File: src/sv/smft_pkg.sv
// ----------------------------------------------------------------------------
// smft_pkg
// Shared widths, codes and types for the sparse matrix fast transpose block.
// ----------------------------------------------------------------------------
package smft_pkg;

	// fixed field widths
	localparam int IDX_W   = 4;
	localparam int VAL_W   = 32;
	localparam int DIM_W   = 5;
	localparam int COUNT_W = 7;
	localparam int ERR_W   = 2;

	// parameter defaults
	localparam int DEF_MAX_TERMS = 64;
	localparam int DEF_MAX_DIM   = 16;

	// columns an index field can address at all
	localparam int COL_LIMIT = 2 ** IDX_W;

	// dimension register reset value
	localparam logic [DIM_W-1:0] DIM_RESET = DIM_W'(16);

	// error codes
	localparam logic [ERR_W-1:0] ERR_OK  = 2'd0;
	localparam logic [ERR_W-1:0] ERR_CAP = 2'd1;
	localparam logic [ERR_W-1:0] ERR_IDX = 2'd2;

	// configuration register indexes
	localparam int CFG_IDX_W = 1;
	localparam logic [CFG_IDX_W-1:0] CFG_NUM_ROWS = 1'b0;
	localparam logic [CFG_IDX_W-1:0] CFG_NUM_COLS = 1'b1;

	// one stored triple
	typedef struct packed {
		logic [IDX_W-1:0] row;
		logic [IDX_W-1:0] col;
		logic [VAL_W-1:0] value;
	} smft_term_t;

	// controller to datapath
	typedef struct packed {
		logic load;     // beat accepted
		logic clear;    // drop per-load state
		logic idx_clr;  // restart sweep counter
		logic idx_inc;  // advance sweep counter
		logic prefix;   // prefix sum step
		logic sc_rd;    // scatter read of source store
		logic emit_rd;  // emit read of result store
	} smft_cmd_t;

	// datapath to controller
	typedef struct packed {
		logic nonempty;  // store holds a term once this beat is taken
		logic col_end;   // sweep counter at last column
		logic term_end;  // sweep counter at last stored term
	} smft_sts_t;

endpackage

File: src/sv/smft_ctrl.sv
// ----------------------------------------------------------------------------
// smft_ctrl
// Phase sequencer: load, prefix sum, scatter, emit.
// ----------------------------------------------------------------------------
module smft_ctrl (
	input  logic                clk,
	input  logic                arst_n,
	input  logic                start,
	input  logic                last,
	input  smft_pkg::smft_sts_t sts,
	output smft_pkg::smft_cmd_t cmd,
	output logic                busy
);
	import smft_pkg::*;

	localparam logic [2:0] S_IDLE    = 3'd0;
	localparam logic [2:0] S_PREFIX  = 3'd1;
	localparam logic [2:0] S_SCATTER = 3'd2;
	localparam logic [2:0] S_SC_TAIL = 3'd3;
	localparam logic [2:0] S_EMIT    = 3'd4;

	logic [2:0] state_q;
	logic [2:0] state_nxt;
	logic       accept;

	assign busy   = (state_q != S_IDLE);
	assign accept = start && !busy;

	// next state and commands
	always_comb begin
		state_nxt   = state_q;
		cmd         = '0;
		case (state_q)
			S_IDLE: begin
				cmd.load    = accept;
				cmd.idx_clr = 1'b1;
				if (accept && last) begin
					if (sts.nonempty) begin
						state_nxt = S_PREFIX;
					end else begin
						cmd.clear = 1'b1;
					end
				end
			end
			S_PREFIX: begin
				cmd.prefix = 1'b1;
				if (sts.col_end) begin
					cmd.idx_clr = 1'b1;
					state_nxt   = S_SCATTER;
				end else begin
					cmd.idx_inc = 1'b1;
				end
			end
			S_SCATTER: begin
				cmd.sc_rd = 1'b1;
				if (sts.term_end) begin
					cmd.idx_clr = 1'b1;
					state_nxt   = S_SC_TAIL;
				end else begin
					cmd.idx_inc = 1'b1;
				end
			end
			S_SC_TAIL: begin
				// last scatter write lands here
				state_nxt = S_EMIT;
			end
			S_EMIT: begin
				cmd.emit_rd = 1'b1;
				if (sts.term_end) begin
					cmd.clear = 1'b1;
					state_nxt = S_IDLE;
				end else begin
					cmd.idx_inc = 1'b1;
				end
			end
			default: begin
				state_nxt = S_IDLE;
			end
		endcase
	end

	// state register
	always_ff @(posedge clk or negedge arst_n) begin
		if (!arst_n) begin
			state_q <= S_IDLE;
		end else begin
			state_q <= state_nxt;
		end
	end

endmodule

File: config.mk
export PLATFORM = sky130hd
export DESIGN_NAME = smft_ctrl
export DESIGN_NICKNAME = d
export VERILOG_FILES = /design/src/sv/smft_pkg.sv /design/src/sv/smft_ctrl.sv
export SDC_FILE = /design/constraint.sdc
export NUM_CORES = 1
export LEC_CHECK = 0
export BUFFER_PORTS_ARGS = -buffer_cell sky130_fd_sc_hd__buf_4
export CORE_AREA = 3 3 40 42
export DETAILED_ROUTE_END_ITERATION = 8
export DIE_AREA = 0 0 43 45
export HOLD_SLACK_MARGIN = 0.1
export PLACE_DENSITY_LB_ADDON = 0.15
export REMOVE_ABC_BUFFERS = 1
export SLEW_MARGIN = 10
export SYNTH_ARGS = -nofsm -noshare
export SYNTH_HDL_FRONTEND = slang
export SYNTH_SLANG_ARGS = --single-unit
File: constraint.sdc
create_clock -name clk -period 1.62 [get_ports clk]
set_input_delay 0 -clock clk [delete_from_list [all_inputs] [get_ports clk]]
set_output_delay 0 -clock clk [all_outputs]
set_load 0.1 [all_outputs]
==> results of run 1 <==
synthesized netlist by cell type:
cell type,n,share of area
buf_4,2,0.056
nand2b_1,1,0.023
nor4b_1,1,0.033
a21oi_1,2,0.038
dfrtp_1,3,0.28
a31o_2,1,0.033
o21a_1,1,0.028
nor3_1,1,0.019
and4b_1,1,0.038
nor3b_2,1,0.047
a32oi_1,1,0.033
buf_6,1,0.042
a211o_1,1,0.033
inv_1,4,0.056
nor3b_1,1,0.028
a21o_1,2,0.056
nor2_1,2,0.028
or3_1,1,0.023
and2_4,1,0.033
nor3b_4,1,0.070
metrics by stage:
stage	instances	util	cell area (um2)	worst slack, ns	hold slack (ns)
after floorplan	26	-	240	-1.52	-0.296
after global placement	55	0.283	364	0.320	-0.210
after detailed placement	55	0.283	364	0.310	-0.208
after CTS	62	0.327	420	0.0521	0.169
after global routing	62	0.330	424	0.00664	0.182
final	62	0.330	424	0.0654	0.177
final timing paths:
check                            from          to
setup reg to reg           state_q[2]  state_q[2]
min in group asynchronous      arst_n  state_q[2]
hold / removal                 sts[0]  state_q[0]
setup / recovery           state_q[2]      cmd[3]
max in group asynchronous      arst_n  state_q[1]
hold reg to reg            state_q[2]  state_q[0]
kinds of logic (layout without fill, tap and decap cells):
family | Yosys count | count (layout) | synth area share
AND/OR/NAND/NOR | 11 | 11 | 0.343
flip-flops | 3 | 3 | 0.282
buffers and inverters | 7 | 25 | 0.155
AO/OA/AOI/OAI | 8 | 8 | 0.221
per-layer routing:
metal	GRT usage	share of wire
met4	0.0723	0
met1	0.0775	0.43
met2	0.0988	0.51
met3	0.0159	0.064
met5	0	0
area by class of cell:
cell class | instances | area, um2
Clock buffer | 4 | 26.3
Fill cell | 141 | 861
Inverter | 4 | 15.0
Multi-Input combinational cell | 19 | 150
Sequential cell | 3 | 75.1
Tap cell | 15 | 18.8
Timing Repair Buffer | 17 | 139
what timing repair did:
item	in CTS	in global routing
hold buffers	3	0
hold endpoints to repair	4	0
endpoints found under the setup margin	0	1
gates resized for setup	0	1
critical path: cells and delay by family (launching register included):
kind            cells  cell delay (ns)
compound gates      1             0.26
buf+inv             1             0.23
flops               1             0.47
simple gates        2             0.37
==> results by group, run 1 <==
GRT
  – Grt total ovfl: 0
  – Tot GR Track Use: 0.0676
  – Global-route wire length before repair: roughly 940 um
  – Vias in the first global route: about 250
  – Largest net degree at the start of global routing: 11
  – Antenna violations before repair: 0

Route
  – Wire length per cell: 10.1 um
  – Post-route ant nets: 0
  – Initial DRC Count: 12
  – Vias per std cell: around 4.3
  – Via count: 264
  – Drt drc: 0
  – Drt first pass iters: 4
  – Post-Route WL: approximately 620 um

Placement
  – Final Wtd Congestion: 0.711
  – Buffers on Ports: 14

Worst setup path
  – Critical Path Fanout Max: 10
  – CP arrival: 1.55 ns
  – Crit path cell chain: nor3b_4 > and2_4 > a211o_1 > buf_4
  – CP max-delay cell: dfrtp_1
  – Reg2reg setup slack: 0.46 ns
  – Critical Path End Type: output port
  – Setup crit start kind: flop
  – Worst endpoint required time: between 1.5 and 2 ns
  – Max stage delay on crit path: 0.47 ns
  – FF-to-FF path depth: 3
  – Critical path type: flop to output port

Die
  – Vertical die dimension: roughly 45 um
  – I/O pin total: 15
  – Row Count: 13
  – Die Wd: around 43 um
  – Initial Utilization: 0.207
  – Total die area: just under 2000 um2
  – Core footprint: approximately 1300 um2

Synth
  – Mapped Area: 267 um2
  – Warnings, synthesis: 0
  – Avg Inst Size Synth: ~9 um2
  – FF+latch count, synth: 3
  – Post-synthesis sequential area ratio: 0.282
  – Mapped Cells: 29
  – Synth cell types: 20

CTS
  – Htree depth: 1
  – Buffer depth of the longest clock path: 2
  – CTS tree: yes
  – Total setup buffers inserted after CTS: 0
  – Clock root cell: clkbuf_4
  – CTS sink count: 3
  – Worst-Skew Late Latency: approximately 0.23 ns
  – Num CTS Buffers: 3
  – Clock transition at the registers of the reported paths: about 0.04 ns

STA
  – RSZ-0062 raised after global routing: no
  – Period utilization: 0.960
  – Setup-failing EPs final: 0
  – Worst slew pin tran: between 0.3 and 0.4 ns
  – Final hold violation count: 0
  – Fin crit period: around 1.6 ns
  – Setup TNS: 0 ns
  – Worst Clk Skew: 0.00145 ns
  – Max-Slew Margin vs Limit: 0.787
  – Fmax achieved: 643 MHz
  – Slew Limit Fails: 0

Layout
  – Most common cell after layout, fill and taps aside: buf_4
  – Most frequent cells in the layout: buf_4, inv_1, clkbuf_4, dlygate4sd3_1, dfrtp_1
  – NumNets Final: 55
  – Top reg by flops: state_q
  – Layout cells sized above 1: 0.447
  – Area grow syn2layout: 59.2%
  – Max reg flops: 3
  – # diodes: 0
  – Top flop regs: state_q x3

Run status
  – Status: finished clean

Worst hold path
  – Hold Path Stages: 4
  – HP Class: input pin to flop

Flow run
  – Max-Cap Viols: 0
Power of run 1 is left out: the tool's default activity adds up to more than one toggle a clock period on the data nets, which glitch-free logic cannot reach.
==> run 2: changes to the inputs <==
--- a/config.mk
+++ b/config.mk
@@ -7,6 +7,7 @@
 export LEC_CHECK = 0
 export BUFFER_PORTS_ARGS = -buffer_cell sky130_fd_sc_hd__buf_4
 export CORE_AREA = 3 3 40 42
+export CTS_BUF_LIST = sky130_fd_sc_hd__clkbuf_4 sky130_fd_sc_hd__clkbuf_8
 export DETAILED_ROUTE_END_ITERATION = 8
 export DIE_AREA = 0 0 43 45
 export HOLD_SLACK_MARGIN = 0.1
==> run 2 against run 1 <==
Net effect:
- critical path depth did not move
- clock-buffer cell count did not move
- utilization rose by 0.29 points
- fmax barely moved
- sequential share of layout area fell by 0.16 points
- via count did not move
- cell area rose by 0.88%
==> results by group, run 2 (synthesis results as in run 1) <==
Layout
  – Most common cell after layout, fill and taps aside: buf_4 (unchanged)
  – Most frequent cells in the layout: buf_4, inv_1, clkbuf_4 (was buf_4, inv_1, clkbuf_4, dlygate4sd3_1, dfrtp_1)
  – Top reg by flops: state_q (unchanged)
  – Max reg flops: 3 (unchanged)
  – Layout cells sized above 1: 0.468 (was 0.447)
  – Area grow syn2layout: 60.6% (was 59.2%)
  – NumNets Final: 55 (unchanged)
  – Final cell count without fillers: 62 (unchanged)
  – Final instance area: 428 um2 (was 424 um2)
  – Top flop regs: state_q x3 (unchanged)
  – Final-layout fill cell count: 142 (was 141)
  – # diodes: 0 (unchanged)

CTS
  – Htree depth: 1 (unchanged)
  – Clock transition at the registers of the reported paths: 0.04 ns (about the same)
  – CTS tree: yes (unchanged)
  – Clock root cell: clkbuf_4 (unchanged)
  – Worst-Skew Late Latency: 0.23 ns (about the same)
  – CTS sink count: 3 (unchanged)
  – Buffer depth of the longest clock path: 2 (unchanged)
  – Num CTS Buffers: 3 (unchanged)

Worst setup path
  – Critical Path End Type: output port (unchanged)
  – Worst endpoint required time: 1.62 ns (about the same)
  – Reg-to-reg endpoint: state_q[2] (unchanged)
  – Reg2reg setup slack: 0.46 ns (about the same)
  – Critical path type: flop to output port (unchanged)
  – Critical Path Fanout Max: 10 (unchanged)
  – FF-to-FF path depth: 3 (unchanged)
  – Setup crit start kind: flop (unchanged)
  – Worst Setup EP: cmd[3] (unchanged)
  – Reg-to-Reg Start: state_q[2] (unchanged)
  – CP arrival: 1.55 ns (about the same)
  – Setup crit start: state_q[2] (unchanged)

Die
  – Vertical die dimension: 45 um (unchanged)
  – Core footprint: 1280 um2 (unchanged)
  – Row Count: 13 (unchanged)
  – Total die area: 1940 um2 (unchanged)
  – Initial Utilization: 0.207 (unchanged)
  – I/O pin total: 15 (unchanged)
  – Die Wd: 43 um (unchanged)

GRT
  – Global-route wire length before repair: 938 um (unchanged)
  – Grt total ovfl: 0 (unchanged)
  – Antenna violations before repair: 0 (unchanged)
  – Largest net degree at the start of global routing: 11 (unchanged)
  – Vias in the first global route: 245 (unchanged)
  – Tot GR Track Use: 0.0676 (unchanged)

Route
  – Via count: 264 (unchanged)
  – WL met3: 40 um (unchanged)
  – Vias per std cell: 4.26 (unchanged)
  – Uppermost layer routed: met3 (unchanged)
  – Post-route ant nets: 0 (unchanged)
  – Met2 WL: 313 um (was 316 um)
  – Initial DRC Count: 12 (unchanged)
  – Post-Route WL: 621 um (was 624 um)
  – Met1 WL: 267 um (unchanged)
  – Drt drc: 0 (unchanged)
  – Wire length per cell: 10.0 um (was 10.1 um)
  – Drt first pass iters: 4 (unchanged)

STA
  – Setup TNS: 0 ns (unchanged)
  – Slew Limit Fails: 0 (unchanged)
  – Max-Slew Margin vs Limit: 0.787 (about the same)
  – RSZ-0062 raised after global routing: no (unchanged)
  – Worst Hold Slack: 0.178 ns (was 0.177 ns)
  – Worst slew pin tran: 0.319 ns (about the same)
  – Period utilization: 0.959 (was 0.960)
  – Worst Clk Skew: 0.00139 ns (was 0.00145 ns)
  – Fmax achieved: 644 MHz (was 643 MHz)
  – Final hold violation count: 0 (unchanged)
  – Setup-failing EPs final: 0 (unchanged)
  – Fin crit period: 1.55 ns (about the same)

Placement
  – Post-DP Area: 364 um2 (unchanged)
  – Final Wtd Congestion: 0.711 (unchanged)
  – Buffers on Ports: 14 (unchanged)
  – # placed instances: 55 (unchanged)

Run status
  – Status: finished clean (unchanged)

Worst hold path
  – HP Class: input pin to flop (unchanged)

Flow run
  – Max-Cap Viols: 0 (unchanged)
## run 2: cell count changes in the layout (fill, tap and decap cells not counted)
cell / delta
clkbuf_1: -1
clkbuf_4: +1
## run 2: cell type report
cell class | instances | area [um2] | share of cell area
timing repair buffer | 17 | 139 | 0.325
inverter | 4 | 15.0 | 0.0351
tap | 15 | 18.8 | 0.0439
sequential | 3 | 75.1 | 0.175
clock buffer | 4 | 30.0 | 0.0702
multi-input combinational | 19 | 150 | 0.351
## run 2: worst min path at each step
stage | startpoint | end | slack (ns) | cells past startpoint
after global routing | sts[2] | state_q[0] | 0.18 | 3
after global placement | arst_n | state_q[0] | -0.21 | 1
final | sts[0] | state_q[0] | 0.18 | 4
after CTS | sts[0] | state_q[0] | 0.17 | 4
after floorplan | arst_n | state_q[0] | -0.30 | 0
after detailed placement | arst_n | state_q[0] | -0.21 | 1
## run 2: per-layer routing
metal  GRT usage  vias up
li1            -      137
met1      0.0775      119
met2      0.0988        8
met3      0.0159        0
met4      0.0723        0
met5           0        -
## run 2: worst max-delay path, stage by stage (launching register included)
cell and delay, ns:
dfrtp_1 0.47, nor3b_4 0.20, and2_4 0.17, a211o_1 0.26, buf_4 0.23
## run 2: stage by stage
stage	utilization	setup slack (ns)
after global routing	0.333	0.00646
after floorplan	-	-1.52
final	0.333	0.0663
after global placement	0.283	0.320
after detailed placement	0.283	0.310
after CTS	0.330	0.0536
## run 2: what timing repair did
item                                    CTS  global route
endpoints found under the setup margin    0             1
hold endpoints to repair                  4             0
gates resized for setup                   0             1
hold buffers                              3             0
buffers inserted                          0             0
Power of run 2 is left out for the same reason.
